`src/rtl/rqtwa_pkg.sv`:
```
// ----------------------------------------------------------------------------
// rqtwa_pkg: shared definitions
// Constants, codes and the command and status groups that pass between the
// controller and the datapath of the run-queue average block.
// ----------------------------------------------------------------------------
package rqtwa_pkg;

	localparam int NUM_CPUS_DEF   = 8;
	localparam int COUNT_BITS_DEF = 8;
	localparam int CPU_IDX_W      = 3;
	localparam int DIV_STEPS      = 128;

	localparam logic [6:0]  SCALE   = 7'd100;
	localparam logic [30:0] AVG_MAX = 31'h7FFF_FFFF;

	// Input command codes.
	localparam logic CMD_UPDATE = 1'b0;
	localparam logic CMD_POLL   = 1'b1;

	// One partial product: which operand pair and which 32-bit half.
	typedef enum logic [2:0] {
		MT_A_LO  = 3'd0,
		MT_A_HI  = 3'd1,
		MT_B_LO  = 3'd2,
		MT_B_HI  = 3'd3,
		MT_NA_LO = 3'd4,
		MT_NA_HI = 3'd5,
		MT_NB_LO = 3'd6,
		MT_NB_HI = 3'd7
	} mul_tag_t;

	typedef enum logic [1:0] {
		RES_ZERO,
		RES_FAULT,
		RES_QUOT
	} res_sel_t;

	typedef struct packed {
		logic                 load;
		logic                 upd_prep;
		logic                 upd_write;
		logic                 poll_prep;
		logic                 poll_start;
		logic                 cpu_prep;
		logic [CPU_IDX_W-1:0] ci;
		logic                 mul_en;
		mul_tag_t             mul_tag;
		logic                 div_step;
		logic                 res_load;
		res_sel_t             res_sel;
	} ctrl_cmd_t;

	typedef struct packed {
		logic upd_ok;
		logic span_zero;
		logic fault;
		logic out_busy;
	} ctrl_sts_t;

endpackage

```
`src/rtl/rqtwa_ctrl.sv`:
```
// ----------------------------------------------------------------------------
// rqtwa_ctrl: sequencing state machine
// Steps the datapath through an update or a poll and owns the step, CPU and
// division counters.
// ----------------------------------------------------------------------------
module rqtwa_ctrl #(
	parameter int NUM_CPUS = rqtwa_pkg::NUM_CPUS_DEF
) (
	input  logic                  clk,
	input  logic                  arst_n,
	input  logic                  in_valid,
	input  logic                  poll_req,
	output logic                  in_ready,
	input  rqtwa_pkg::ctrl_sts_t  sts,
	output rqtwa_pkg::ctrl_cmd_t  cmd
);

	typedef enum logic [3:0] {
		S_IDLE,
		S_UPD_DT,
		S_UPD_CHK,
		S_UPD_MUL,
		S_UPD_DRAIN,
		S_UPD_WR,
		S_POLL_SPAN,
		S_POLL_CHK,
		S_POLL_DT,
		S_POLL_MUL,
		S_POLL_DRAIN,
		S_SCALE,
		S_SCALE_DRAIN,
		S_DIV,
		S_OUT
	} state_t;

	localparam logic [rqtwa_pkg::CPU_IDX_W-1:0] LAST_CPU =
		rqtwa_pkg::CPU_IDX_W'(NUM_CPUS - 1);
	localparam logic [rqtwa_pkg::CPU_IDX_W-1:0] CPU_ONE = rqtwa_pkg::CPU_IDX_W'(1);
	localparam logic [6:0] LAST_DIV = 7'(rqtwa_pkg::DIV_STEPS - 1);

	state_t                            state_q;
	logic [1:0]                        step_q;
	logic [rqtwa_pkg::CPU_IDX_W-1:0]   ci_q;
	logic [6:0]                        div_cnt_q;

	always_ff @(posedge clk or negedge arst_n) begin
		if (!arst_n) begin
			state_q   <= S_IDLE;
			step_q    <= '0;
			ci_q      <= '0;
			div_cnt_q <= '0;
		end else begin
			unique case (state_q)
				S_IDLE: begin
					if (in_valid) begin
						state_q <= poll_req ? S_POLL_SPAN : S_UPD_DT;
					end
				end
				S_UPD_DT: state_q <= S_UPD_CHK;
				S_UPD_CHK: begin
					step_q  <= '0;
					state_q <= sts.upd_ok ? S_UPD_MUL : S_IDLE;
				end
				S_UPD_MUL: begin
					step_q <= step_q + 2'd1;
					if (step_q == 2'd3) begin
						state_q <= S_UPD_DRAIN;
					end
				end
				S_UPD_DRAIN: state_q <= S_UPD_WR;
				S_UPD_WR:    state_q <= S_IDLE;
				S_POLL_SPAN: state_q <= S_POLL_CHK;
				S_POLL_CHK: begin
					ci_q    <= '0;
					state_q <= sts.span_zero ? S_OUT : S_POLL_DT;
				end
				S_POLL_DT: begin
					step_q  <= '0;
					state_q <= S_POLL_MUL;
				end
				S_POLL_MUL: begin
					step_q <= step_q + 2'd1;
					if (step_q == 2'd3) begin
						state_q <= S_POLL_DRAIN;
					end
				end
				S_POLL_DRAIN: begin
					if (ci_q == LAST_CPU) begin
						step_q  <= '0;
						state_q <= S_SCALE;
					end else begin
						ci_q    <= ci_q + CPU_ONE;
						state_q <= S_POLL_DT;
					end
				end
				S_SCALE: begin
					step_q <= step_q + 2'd1;
					if (step_q == 2'd3) begin
						state_q <= S_SCALE_DRAIN;
					end
				end
				S_SCALE_DRAIN: begin
					div_cnt_q <= '0;
					state_q   <= sts.fault ? S_OUT : S_DIV;
				end
				S_DIV: begin
					div_cnt_q <= div_cnt_q + 7'd1;
					if (div_cnt_q == LAST_DIV) begin
						state_q <= S_OUT;
					end
				end
				S_OUT: begin
					if (!sts.out_busy) begin
						state_q <= S_IDLE;
					end
				end
				default: state_q <= S_IDLE;
			endcase
		end
	end

	assign in_ready = (state_q == S_IDLE);

	always_comb begin
		cmd            = '0;
		cmd.load       = (state_q == S_IDLE) && in_valid;
		cmd.upd_prep   = (state_q == S_UPD_DT);
		cmd.upd_write  = (state_q == S_UPD_WR);
		cmd.poll_prep  = (state_q == S_POLL_SPAN);
		cmd.poll_start = (state_q == S_POLL_CHK) && !sts.span_zero;
		cmd.cpu_prep   = (state_q == S_POLL_DT);
		cmd.ci         = ci_q;
		cmd.mul_en     = (state_q == S_UPD_MUL) || (state_q == S_POLL_MUL) ||
		                 (state_q == S_SCALE);
		cmd.mul_tag    = rqtwa_pkg::mul_tag_t'({state_q == S_SCALE, step_q});
		cmd.div_step   = (state_q == S_DIV);
		cmd.res_load   = (state_q == S_OUT) && !sts.out_busy;
		if (sts.span_zero) begin
			cmd.res_sel = rqtwa_pkg::RES_ZERO;
		end else if (sts.fault) begin
			cmd.res_sel = rqtwa_pkg::RES_FAULT;
		end else begin
			cmd.res_sel = rqtwa_pkg::RES_QUOT;
		end
	end

endmodule

```
`config.mk`:
```
export PLATFORM = sky130hd
export DESIGN_NAME = rqtwa_ctrl
export DESIGN_NICKNAME = d
export VERILOG_FILES = /design/src/rtl/rqtwa_pkg.sv /design/src/rtl/rqtwa_ctrl.sv
export SDC_FILE = /design/constraint.sdc
export NUM_CORES = 1
export LEC_CHECK = 0
export BUFFER_PORTS_ARGS = -buffer_cell sky130_fd_sc_hd__clkbuf_2
export CAP_MARGIN = 15
export CORE_MARGIN = 5
export CORE_UTILIZATION = 55
export CTS_BUF_LIST = sky130_fd_sc_hd__clkbuf_8 sky130_fd_sc_hd__clkbuf_16
export DETAILED_ROUTE_END_ITERATION = 16
export GPL_ROUTABILITY_DRIVEN = 0
export PLACE_DENSITY = 0.9
export SYNTH_ARGS = -nofsm -noshare
export SYNTH_HDL_FRONTEND = slang
export SYNTH_SLANG_ARGS = --single-unit
```
`constraint.sdc`:
```
create_clock -name clk -period 3.9 [get_ports clk]
set_clock_uncertainty 0.05 [all_clocks]
set_input_delay 0.39 -clock clk [delete_from_list [all_inputs] [get_ports clk]]
set_output_delay 0.39 -clock clk [all_outputs]
set_load 0.05 [all_outputs]
```
==> results of run 1 <==
==> power by group through the flow <==
stage | registers (mW) | clock network (mW) | logic [mW]
final | 0.341 | 0.145 | 0.569
after CTS | 0.338 | 0.147 | 0.572
after global routing | 0.356 | 0.156 | 0.617
after detailed placement | 0.340 | 0 | 0.572
after global placement | 0.332 | 0 | 0.560
after floorplan | 0.342 | 0 | 0.477
==> per-stage QoR <==
| step | area (µm²) | instances | utilization (%) |
|---|---|---|---|
| 4_1_cts | 1230 | 172 | 64.6 |
| 3_3_place_gp | 1170 | 168 | 61.7 |
| 3_5_place_dp | 1170 | 168 | 61.7 |
| 2_1_floorplan | 1060 | 123 | - |
| 5_1_grt | 1230 | 172 | 64.6 |
| 6_report | 1230 | 172 | 64.6 |
==> worst max-delay path: cells and delay by family (launching register included) <==
kind,cells,cell delay (ps)
buffers and inverters,2,570
flip-flops,1,690
AND/OR/NAND/NOR,1,350
==> path summary, 6_finish.rpt <==
path                                               start                        to  cells after the start
worst max-delay path              state_q[2]$_DFFE_PN0P_                    cmd[3]                      3
worst min-delay path                              arst_n    state_q[2]$_DFFE_PN0P_                      1
worst max register to register    state_q[2]$_DFFE_PN0P_    state_q[1]$_DFFE_PN0P_                      4
worst min register to register  div_cnt_q[6]$_DFFE_PN0P_  div_cnt_q[6]$_DFFE_PN0P_                      1
max in group asynchronous                         arst_n       ci_q[2]$_DFFE_PN0P_                      1
min in group clk                div_cnt_q[6]$_DFFE_PN0P_  div_cnt_q[6]$_DFFE_PN0P_                      1
==> layer usage <==
layer / share of wire (%) / track usage [%]
met5: 0 / 0
met4: 1.4 / 6.22
met3: 6.7 / 5.26
met2: 49 / 30.4
met1: 43 / 22.8
==> placed cells by master, fill, tap and decap left out <==
cell / n
clkbuf_2: 25
dfrtp_1: 16
o21ai_0: 15
nand2_1: 14
nor2_1: 9
nand2b_1: 6
a21oi_1: 6
nor3_1: 5
inv_1: 4
ha_1: 4
clkbuf_8: 4
nand3_1: 3
a31oi_1: 3
nand4b_1: 2
and2_1: 2
o31ai_1: 2
a22o_1: 2
nand4_1: 2
o21a_1: 2
mux2i_1: 2
nor4_1: 1
nor2b_1: 1
o21ba_2: 1
and4_1: 1
nand3b_1: 1
or4_4: 1
a21oi_2: 1
nor3b_1: 1
or3_4: 1
nor4b_1: 1
a32oi_1: 1
o41ai_1: 1
mux2_2: 1
or3_1: 1
o221ai_1: 1
mux2_4: 1
and3_1: 1
==> synth_stat cells (all sizes together) <==
master / instances
dfrtp: 16
o21ai: 15
nand2: 14
nor2: 9
a21oi: 7
buf: 6
nand2b: 6
nor3: 5
ha: 4
inv: 4
a31oi: 3
nand3: 3
a22o: 2
and2: 2
mux2: 2
mux2i: 2
nand4: 2
nand4b: 2
o21a: 2
o31ai: 2
or3: 2
a32oi: 1
and3: 1
and4: 1
clkbuf: 1
nand3b: 1
nor2b: 1
nor3b: 1
nor4: 1
nor4b: 1
o21ba: 1
o221ai: 1
o41ai: 1
or4: 1
==> state kept, by name, indices dropped and copies added (netlist names) <==
name and cells:
div_cnt_q 7, ci_q 3, state_q 4, step_q 2
==> kinds of logic (layout without fill, tap and decap cells) <==
logic type	after synthesis	count (layout)	synth area share (%)
simple gates	53	53	26.9
compound gates	35	35	20.3
flops	16	16	37.6
buf+inv	11	33	6.11
fa+ha+maj	4	4	4.70
mux	4	4	4.35
==> area by class of cell <==
| class | instances | area, µm² | share of cell area (%) |
|---|---|---|---|
| timing repair buffer | 25 | 125 | 10.2 |
| tap | 27 | 33.8 | 2.75 |
| multi-input combinational | 96 | 599 | 48.8 |
| inverter | 4 | 15.0 | 1.22 |
| sequential | 16 | 400 | 32.6 |
| clock buffer | 4 | 55.1 | 4.48 |
==> impl_summary.md, run 1 <==
Status
The flow ran to the end, and the final reports show no timing, DRC or antenna violations.

Yosys
The number of instances in the synthesized netlist is 123. Synthesis instantiated 39 different standard cells from the library. Summing every instance area after synthesis gives 0.00106 mm². The number of nets in the synthesized netlist is about 140. After synthesis, the largest area contributor takes up 37.6% of total cell area.

During synthesis, Yosys emitted a total of 0 warnings. The fraction of the yosys area taken by sequential cells is 37.6%. The library cell with the largest summed area after synthesis is dfrtp_1. In this run the mean area of a mapped cell was 8.66 µm². Sorting the synthesized cells by area gives the leading types as dfrtp_1 (38%), o21ai_0 (7.1%), nand2_1 (4.9%).

The number of storage elements in the synthesis netlist is 16.

Global routing
The number of antenna violations at the first check in global routing is 0. The first global-routing pass estimated 3910 µm of wire. The number of global-route vias before repair is 871. Global routing used 18.4% of the available tracks. The maximum number of pins on one net before global-route repair is 21. The total overflow left after global routing is 0.

Worst setup path
The capturing element type of the critical path is an output pin. The category of the worst setup path launch point is a flop. The category of the most critical setup path is reg -> out. Walking the worst path, the cells encountered are nand4b_1, inv_1, clkbuf_2. The data required time at the worst endpoint is 3460 ps. The worst stage delay on the critical path is 690 ps. Among all stages on the critical path, the largest delay is contributed by dfrtp_1.

Along the worst path, the maximum fanout reaches 20. Data on the critical path arrives at its endpoint at around 1900 ps. The register-to-register setup slack is between 1500 and 2000 ps.

Floorplan
The die boundary width is 54 µm. The die height is around 54 µm. The area of the placeable core is ~0.0019 mm². For this design the top-level I/O count stands at 26. The number of cell rows is 16.

The initial core utilization is between 50% and 60%. The area enclosed by the die boundary is 0.00292 mm².

Clock network
The insertion delay to the later sink of the worst-skew pair is 250 ps. Gates resized during post-CTS repair numbered 0. The maximum count of clock buffers along a single path is 2. The buffers inserted during post-CTS setup optimization is 0. Clock-pin slew was measured on the worst setup and hold paths at approximately 60 ps. In this run, post-CTS hold repair placed 0 buffers. The maximum level of the CTS H-tree is 1. The CTS buffer count is 3. TritonCTS built the clock tree. CTS saw 16 sinks. The buffer cell driving the clock tree root is clkbuf_8.

Final layout
Counting the fill cells in the layout gives 160. Compared with the post-synthesis result, the final layout area differs by 15.4%. The number of antenna diodes in the final layout is 0.

The net count reported at finish is 158. The post-route netlist has 24.1% of its cells at a drive strength greater than 1.

Power and ir drop
The combinational group share of total power is 53.9%. The share of power burned in the clock network is 13.7%. The total power consumption of the routed design is 1.06 mW.

The internal power of the cells totals 510 µW. The share of total power dissipated in sequential elements is ~32%. VDD sags by at most ~0.75 mV. Power spread over the standard cell area amounts to 859 mW/mm².

In this run the power spent charging and discharging nets is 545 µW. Net switching is 51.6% of the power. The standby leakage power is roughly 0.58 nW.

Drt
The remaining number of nets flagged by the antenna check after routing is 0. The violation count after the first detailed-route iteration is 14. Before antenna repair, the detailed router went through 4 iterations.

After detailed routing, the total wire length is 2330 µm. The via density per instance is between 5 and 6. In the final routed layout, each cell accounts on average for 13.5 µm. The total via count after detailed routing is 984. The detailed-route DRC error count is 0.

Placed design
In this run the tool buffered the top-level ports with 25 buffer cells. The pre-CTS worst setup slack is ~1900 ps. The total half-perimeter wirelength after legalization and detailed placement is 1750 µm.

STA
Static timing analysis puts the maximum clock frequency at 433 MHz. The final count of hold timing violations is 0. The post-route worst hold slack is 0.354 ps. Setup repair after global routing left no endpoint under its margin. The max-slew violation count is 0.

The worst pin sits at a relative slew slack of 63.1%. The minimum period implied by the final worst setup slack is 2310 ps. The transition time at the pin with the least slew margin is 553 ps. For the final routed database, the setup TNS stands at 0 ps. The count of endpoints failing setup in the final report is 0. After layout, the worst path uses 59.2% of the clock period. Setup slack on the critical path of the routed design comes to 1590 ps.

Min path
The class of the tightest hold or removal check is in -> async.

Flow run
The number of max-cap violations is 0.
Power figures use the tool's default switching activity.
==> run 2, diff against run 1 <==
--- a/config.mk
+++ b/config.mk
@@ -8,11 +8,11 @@
 export BUFFER_PORTS_ARGS = -buffer_cell sky130_fd_sc_hd__clkbuf_2
 export CAP_MARGIN = 15
 export CORE_MARGIN = 5
-export CORE_UTILIZATION = 55
+export CORE_UTILIZATION = 47
 export CTS_BUF_LIST = sky130_fd_sc_hd__clkbuf_8 sky130_fd_sc_hd__clkbuf_16
 export DETAILED_ROUTE_END_ITERATION = 16
 export GPL_ROUTABILITY_DRIVEN = 0
-export PLACE_DENSITY = 0.9
+export PLACE_DENSITY = 0.82
 export SYNTH_ARGS = -nofsm -noshare
 export SYNTH_HDL_FRONTEND = slang
 export SYNTH_SLANG_ARGS = --single-unit
==> constraint.sdc (replaced) <==
create_clock -name clk -period 2 [get_ports clk]
set_clock_uncertainty 0.05 [all_clocks]
set_input_delay 0.2 -clock clk [delete_from_list [all_inputs] [get_ports clk]]
set_output_delay 0.2 -clock clk [all_outputs]
set_load 0.05 [all_outputs]
==> run 2 against run 1 <==
Critical path depth rose by 2; register-to-register slack got worse by 1800 ps; final cell count rose by 7.0%; worst setup slack got worse by 1500 ps; routed wire length rose by 7.7%; power rose by 110%; combinational power rose by 150%; sequential power rose by 62%; core utilization fell by 3.3 points; via count rose by 6.2%; design area rose by 9.3%; sequential cell count did not move; largest power group unchanged; highest routed layer unchanged.
==> impl_summary.md, run 2 (synthesized netlist as in run 1, its figures left out) <==
Clock network
The buffer cell driving the clock tree root is clkbuf_8 (unchanged). The maximum count of clock buffers along a single path is 2 (unchanged). The maximum level of the CTS H-tree is 1 (unchanged). The CTS buffer count is 3 (unchanged). The insertion delay to the later sink of the worst-skew pair is 240 ps (was 250 ps). The clock transition at the registers of the reported paths came to 60 ps (about the same). The number of sinks driven by the clock tree is 16 (unchanged).

The clock tree from TritonCTS is yes (unchanged).

Placed design
The port buffer count is 25 (unchanged). The total half-perimeter wirelength after legalization and detailed placement is 1860 µm (was 1750 µm).

Final layout
Commonest non-fill, non-tap cells in the layout: clkbuf_2 (24), dfrtp_1 (16), o21ai_0 (15), nand2_1 (14), buf_4 (10) (was clkbuf_2 (25), dfrtp_1 (16), o21ai_0 (15), nand2_1 (14), nor2_1 (9)). The net count reported at finish is 169 (was 158). The number of flip-flops in the largest register is 7 (unchanged). The count of antenna diodes in the layout came to 0 (unchanged).

The most frequent standard cell in the layout excluding fill and tap cells is clkbuf_2 (unchanged). The ratio of cells with drive above 1 in the final layout came to 30.8% (was 24.1%). The synthesis-to-layout area growth is 26.1% (was 15.4%). Registers with the most flip-flops: div_cnt_q: 7 flops, state_q: 4 flops, ci_q: 3 flops (unchanged).

The core utilization of the finished layout is 61.3% (was 64.6%). The largest register by flop count is div_cnt_q (unchanged).

Global routing
The maximum number of pins on one net before global-route repair is 17 (was 21). The number of global-route vias before repair came to 966 (was 871). The number of antenna violations at the first check in global routing is 0 (unchanged). The overflow left after global routing is 0 (unchanged).

The global-route usage over all layers is 15.8% (was 18.4%). The first-pass GRT wire length was 4260 µm (was 3910 µm).

Min path
The number of cells on the worst hold path is 3. The class of the tightest hold or removal check is in -> reg (was in -> async). The worst hold path begins at sts[0].

Worst setup path
The most used cell along the critical path is buf_4. Series of cell instances along the critical path: buf_4, nand4b_1, buf_4, inv_1, clkbuf_4 (was nand4b_1, inv_1, clkbuf_2). The worst stage delay on the critical path is 430 ps (was 690 ps). The cell type of the slowest stage on the worst timing path is dfrtp_1 (unchanged). The launch point of the critical path is state_q[0]$_DFFE_PN0P_ (was state_q[2]$_DFFE_PN0P_). The path depth of the worst reg2reg path is 5 (was 4). The worst reg2reg path startpoint is div_cnt_q[0]$_DFFE_PN0P_ (was state_q[2]$_DFFE_PN0P_). The category of the worst setup path launch point is a flop (unchanged). The category of the most critical setup path is reg -> out (unchanged). The data required time at the worst endpoint is 1750 ps (was 3460 ps). The highest fanout seen on the critical path is 11 (was 20).

The capturing element type of the critical path is an output pin (unchanged). The data arrival time of the critical path is 1640 ps (was 1870 ps).

Floorplan
The area of the placeable core is 0.00219 mm² (was 0.00190 mm²). The number of cell rows was 17 (was 16). The I/O pin count is 26 (unchanged).

The die height is 57.6 µm (was 54 µm). The initial core utilization is 48.6% (was 56.0%). The die boundary width is 57.6 µm (was 54 µm). The area enclosed by the die boundary is 0.00332 mm² (was 0.00292 mm²).

STA
The worst max-slew margin expressed relative to the limit came to 69.9% (was 63.1%). Timing would allow up to 530 MHz. The post-route worst hold slack was 262 ps (was 0.354 ps). The count of endpoints failing setup in the final report came to 0 (unchanged). The worst path in the final design needs a cycle of 1890 ps, including I/O delays and setup. The final count of hold timing violations is 0 (unchanged). The max-slew violation count is 0 (unchanged).

The share of the cycle needed by the critical path after routing is 94.4%. Unrepaired setup endpoints after global routing: no (unchanged). The transition time at the pin with the least slew margin is 447 ps (was 553 ps).

Status
Run status: completed (unchanged).

Power and ir drop
The power per standard cell area is 1660 mW/mm² (was 859 mW/mm²). The worst voltage drop across the vdd grid is 1.07 mV (was 0.746 mV). The standby leakage power came to 0.634 nW (was 0.577 nW).

Drt
The detailed-route DRC error count is 0 (unchanged). The post-detailed-route wirelength per cell is 13.6 µm (was 13.5 µm). The remaining number of nets flagged by the antenna check after routing is 0 (unchanged). The violation count after the first detailed-route iteration is 23 (was 14).

The via density per instance is 5.68 (was 5.72). The total via count after detailed routing is 1045 (was 984). The iteration count of the initial detailed-routing pass came to 4 (unchanged).

The wire length after detailed routing is 2510 µm (was 2330 µm).

Flow run
The number of max-cap violations is 0 (unchanged).
==> run 2: cell count changes in the layout (fill, tap and decap cells not counted) <==
cell,delta
buf_4,+10
nor3_1,-2
nor4_1,-1
clkbuf_2,-1
nor4_4,+1
nor3_2,+2
clkbuf_4,+1
dlygate4sd3_1,+1
==> run 2: worst paths after layout <==
kind,end,slack [ps]
min in group asynchronous,div_cnt_q[2]$_DFFE_PN0P_,360
max in group asynchronous,div_cnt_q[4]$_DFFE_PN0P_,1260
max,cmd[3],110
min reg2reg,div_cnt_q[6]$_DFFE_PN0P_,450
min,state_q[3]$_DFFE_PN0P_,260
max reg2reg,state_q[1]$_DFFE_PN0P_,120
==> run 2: metal layers <==
metal	GRT usage, %	wire [µm]	vias to the layer above	share of wire [%]
met3	3.17	60	2	2.4
met5	0	0	-	0
met4	4.64	14	0	0.56
met1	20.4	1160	514	46
li1	-	-	515	-
met2	26.5	1270	14	51
==> run 2: stage by stage <==
stage	setup TNS, ps	cells	setup slack [ps]	instance area [µm²]	power, mW
2_1_floorplan	-115	123	-115	1090	1.64
3_3_place_gp	0	177	226	1260	1.90
3_5_place_dp	0	177	179	1260	1.94
4_1_cts	0	182	65.8	1330	2.23
5_1_grt	0	184	2.54	1340	2.38
6_report	0	184	112	1340	2.23
==> run 2: what timing repair did <==
| item | in CTS | in global routing |
|---|---|---|
| hold buffers | 1 | 0 |
| endpoints found under the setup margin | 0 | 2 |
| buffers inserted | 0 | 2 |
| resized for setup | 0 | 2 |
| hold endpoints to repair | 16 | 0 |
==> run 2: final cells by class <==
type / count / area (µm²)
Clock buffer: 4 / 55.1
Timing Repair Buffer: 36 / 213
Tap cell: 28 / 35.0
Sequential cell: 16 / 400
Fill cell: 197 / 848
Inverter: 4 / 15.0
Multi-Input combinational cell: 96 / 624
==> run 2: power by group <==
part           switching, mW  internal, mW  total, mW
Clock                  0.106         0.174      0.280
Combinational          0.897         0.502       1.40
Sequential             0.118         0.434      0.551
==> run 2: critical path, delay by kind of cell, from the launching register on <==
family	cells	cell delay [ps]
simple gates	1	140
flops	1	430
buf+inv	4	810
==> run 3, diff against run 2 <==
==> constraint.sdc (replaced) <==
create_clock -name clk -period 2 [get_ports clk]
set_clock_uncertainty 0.05 [all_clocks]
set_input_delay 0.4 -clock clk [delete_from_list [all_inputs] [get_ports clk]]
set_output_delay 0.4 -clock clk [all_outputs]
set_load 0.05 [all_outputs]
==> run 3 against run 2 <==
Sequential cell count stayed put; count of clock-buffer cells in the layout shrank 1; die area did not move; core utilization decreased by 1.1 points; hold slack got worse by 240 ps; largest cell class unchanged; power decreased by 2.3%.
==> impl_summary.md, run 3 (synthesized netlist as in run 1, its figures left out) <==
STA
The transition time at the pin with the least slew margin came to 501 ps (was 447 ps). The minimum period implied by the final worst setup slack was 1930 ps (was 1890 ps). The share of the cycle needed by the critical path after routing is 96.3% (was 94.4%). The count of endpoints failing setup in the final report is 0 (unchanged). The max-slew violation count is 0 (unchanged). The final count of hold timing violations is 0 (unchanged). The final total negative setup slack is 0 ps (unchanged). The worst max-slew margin expressed relative to the limit was 66.3% (was 69.9%). The fmax is 519 MHz (was 530 MHz). Unrepaired setup endpoints after global routing: no (unchanged).

Placed design
The total half-perimeter wirelength after legalization and detailed placement came to 1940 µm (was 1860 µm). The port buffer count was 25 (unchanged). The number of placed instances with taps included is 176 (was 177). The total cell area at the placement stage is 0.00125 mm² (was 0.00126 mm²).

Clock network
The maximum count of clock buffers along a single path is 2 (unchanged). The clock tree from TritonCTS is yes (unchanged). The total of hold buffers inserted after clock tree synthesis is 0 (was 1). The clock transition at the registers of the reported paths is 60 ps (about the same).

The number of sinks driven by the clock tree is 16 (unchanged). The buffer cell driving the clock tree root is clkbuf_8 (unchanged). The buffers inserted during post-CTS setup optimization came to 0 (unchanged). The maximum level of the CTS H-tree came to 1 (unchanged).

The insertion delay to the later sink of the worst-skew pair was 250 ps (was 240 ps). The CTS buffer count is 3 (unchanged).

Power and ir drop
The standby leakage power is 0.608 nW (was 0.634 nW). The worst voltage drop across the vdd grid is 1.25 mV (was 1.07 mV). The total power consumption of the routed design was 2.18 mW (was 2.23 mW). The power per standard cell area is 1650 mW/mm² (was 1660 mW/mm²).

Drt
The violation count after the first detailed-route iteration is 30 (was 23). The post-detailed-route wirelength per cell is 14.4 µm (was 13.6 µm). The wire length after detailed routing came to 2570 µm (was 2510 µm).

The total via count after detailed routing is 1038 (was 1045). The via density per instance is 5.80 (was 5.68). The remaining number of nets flagged by the antenna check after routing was 0 (unchanged). The detailed-route DRC error count was 0 (unchanged). The iteration count of the initial detailed-routing pass came to 4 (unchanged).

Floorplan
The initial core utilization is 48.6% (unchanged). The number of cell rows is 17 (unchanged). The area of the placeable core is 0.00219 mm² (unchanged). The die height is 57.6 µm (unchanged). The area enclosed by the die boundary is 0.00332 mm² (unchanged). The I/O pin count is 26 (unchanged). The die boundary width is 57.6 µm (unchanged).

Worst setup path
The category of the most critical setup path is reg -> out (unchanged). The data required time at the worst endpoint was 1550 ps (was 1750 ps). The highest fanout seen on the critical path is 11 (unchanged). The worst reg2reg path startpoint was div_cnt_q[0]$_DFFE_PN0P_ (unchanged).

The path depth of the worst reg2reg path is 5 (unchanged). The launch point of the critical path is state_q[3]$_DFFE_PN0P_ (was state_q[0]$_DFFE_PN0P_). The category of the worst setup path launch point is a flop (unchanged). The capturing element type of the critical path is an output pin (unchanged).

The data arrival time of the critical path is 1480 ps (was 1640 ps).

Final layout
The net count reported at finish is 165 (was 169). The ratio of cells with drive above 1 in the final layout is 32.5% (was 30.8%). The area of combinational cells with multiple inputs is 629 µm² (was 624 µm²). The largest register by flop count was div_cnt_q (unchanged). The most frequent standard cell in the layout excluding fill and tap cells was clkbuf_2 (unchanged). The count of antenna diodes in the layout was 0 (unchanged). The final standard cell count with taps included and fillers excluded is 179 (was 184). The sequential cell area was 404 µm² (was 400 µm²). The synthesis-to-layout area growth came to 23.7% (was 26.1%). The count of filler cells inserted in the layout is 189 (was 197). Commonest non-fill, non-tap cells in the layout: clkbuf_2 (17), o21ai_0 (15), nand2_1 (14), dfrtp_1 (13), nor2_1 (8) (was clkbuf_2 (24), dfrtp_1 (16), o21ai_0 (15), nand2_1 (14), buf_4 (10)). The cell area after layout is 0.00132 mm² (was 0.00134 mm²). Registers with the most flip-flops: div_cnt_q: 7 flops, state_q: 4 flops, ci_q: 3 flops (unchanged). The core utilization of the finished layout is 60.1% (was 61.3%). The number of flip-flops in the largest register is 7 (unchanged).

Global routing
The overflow left after global routing is 0 (unchanged). The number of antenna violations at the first check in global routing is 0 (unchanged). The first-pass GRT wire length was 4390 µm (was 4260 µm). The number of global-route vias before repair came to 1008 (was 966). The maximum number of pins on one net before global-route repair came to 17 (unchanged). The global-route usage over all layers is 16.3% (was 15.8%).

Min path
The class of the tightest hold or removal check is in -> async (was in -> reg).

Flow run
The number of max-cap violations was 0 (unchanged).

Status
Run status: completed (unchanged).
## run 3: cell count changes in the layout (fill, tap and decap cells not counted), moves of 2 or more
cell	before	now
buf_2	0	2
buf_4	10	7
clkbuf_2	24	17
clkbuf_4	1	6
dfrtp_1	16	13
dfrtp_2	0	3
## run 3: final timing paths
| kind | to | slack (ps) |
|---|---|---|
| worst max register to register | state_q[1]$_DFFE_PN0P_ | 140 |
| worst min-delay path | div_cnt_q[1]$_DFFE_PN0P_ | 20 |
| min in group clk | div_cnt_q[6]$_DFFE_PN0P_ | 460 |
| worst min register to register | div_cnt_q[6]$_DFFE_PN0P_ | 460 |
| worst max-delay path | cmd[14] | 70 |
| max in group asynchronous | state_q[3]$_DFFE_PN0P_ | 1570 |
## run 3: metrics by stage
stage | hold slack, ps | worst slack (ps)
after CTS | 26.1 | 10.4
after global placement | 285 | 193
after global routing | 46.6 | 6.65
after floorplan | 54.4 | -315
after detailed placement | 293 | 151
final | 17.7 | 74.1
## run 3: what timing repair did
| item | in CTS | in global routing |
|---|---|---|
| endpoints found under the hold margin | 0 | 0 |
| pin swaps | 0 | 0 |
| endpoints found under the setup margin | 6 | 9 |
| gates resized for setup | 3 | 14 |
## run 3: layout make-up
class | count | area share, %
clock buffer | 3 | 3.13
inverter | 4 | 1.14
multi-input combinational | 96 | 47.8
sequential | 16 | 30.7
tap | 28 | 2.66
timing repair buffer | 32 | 14.6
## run 3: critical path, cell delays in order, from the launching register on
cell and delay (ps):
dfrtp_2 460, buf_4 200, nand2b_1 220, nor2_1 130
clkbuf_4 230
## run 3: report_power, final
group | internal [mW] | leakage (nW) | total, mW | switching (mW)
registers | 0.439 | 0.207 | 0.605 | 0.166
clock network | 0.133 | 0.0216 | 0.240 | 0.107
logic | 0.480 | 0.379 | 1.33 | 0.855
## run 3: metal layers
metal  track usage, %  wire, µm  vias to the layer above
li1                 -         -                      505
met1             20.7      1110                      496
met2             28.2      1300                       35
met3             3.39       143                        2
met4             3.97        14                        0
met5                0         0                        -
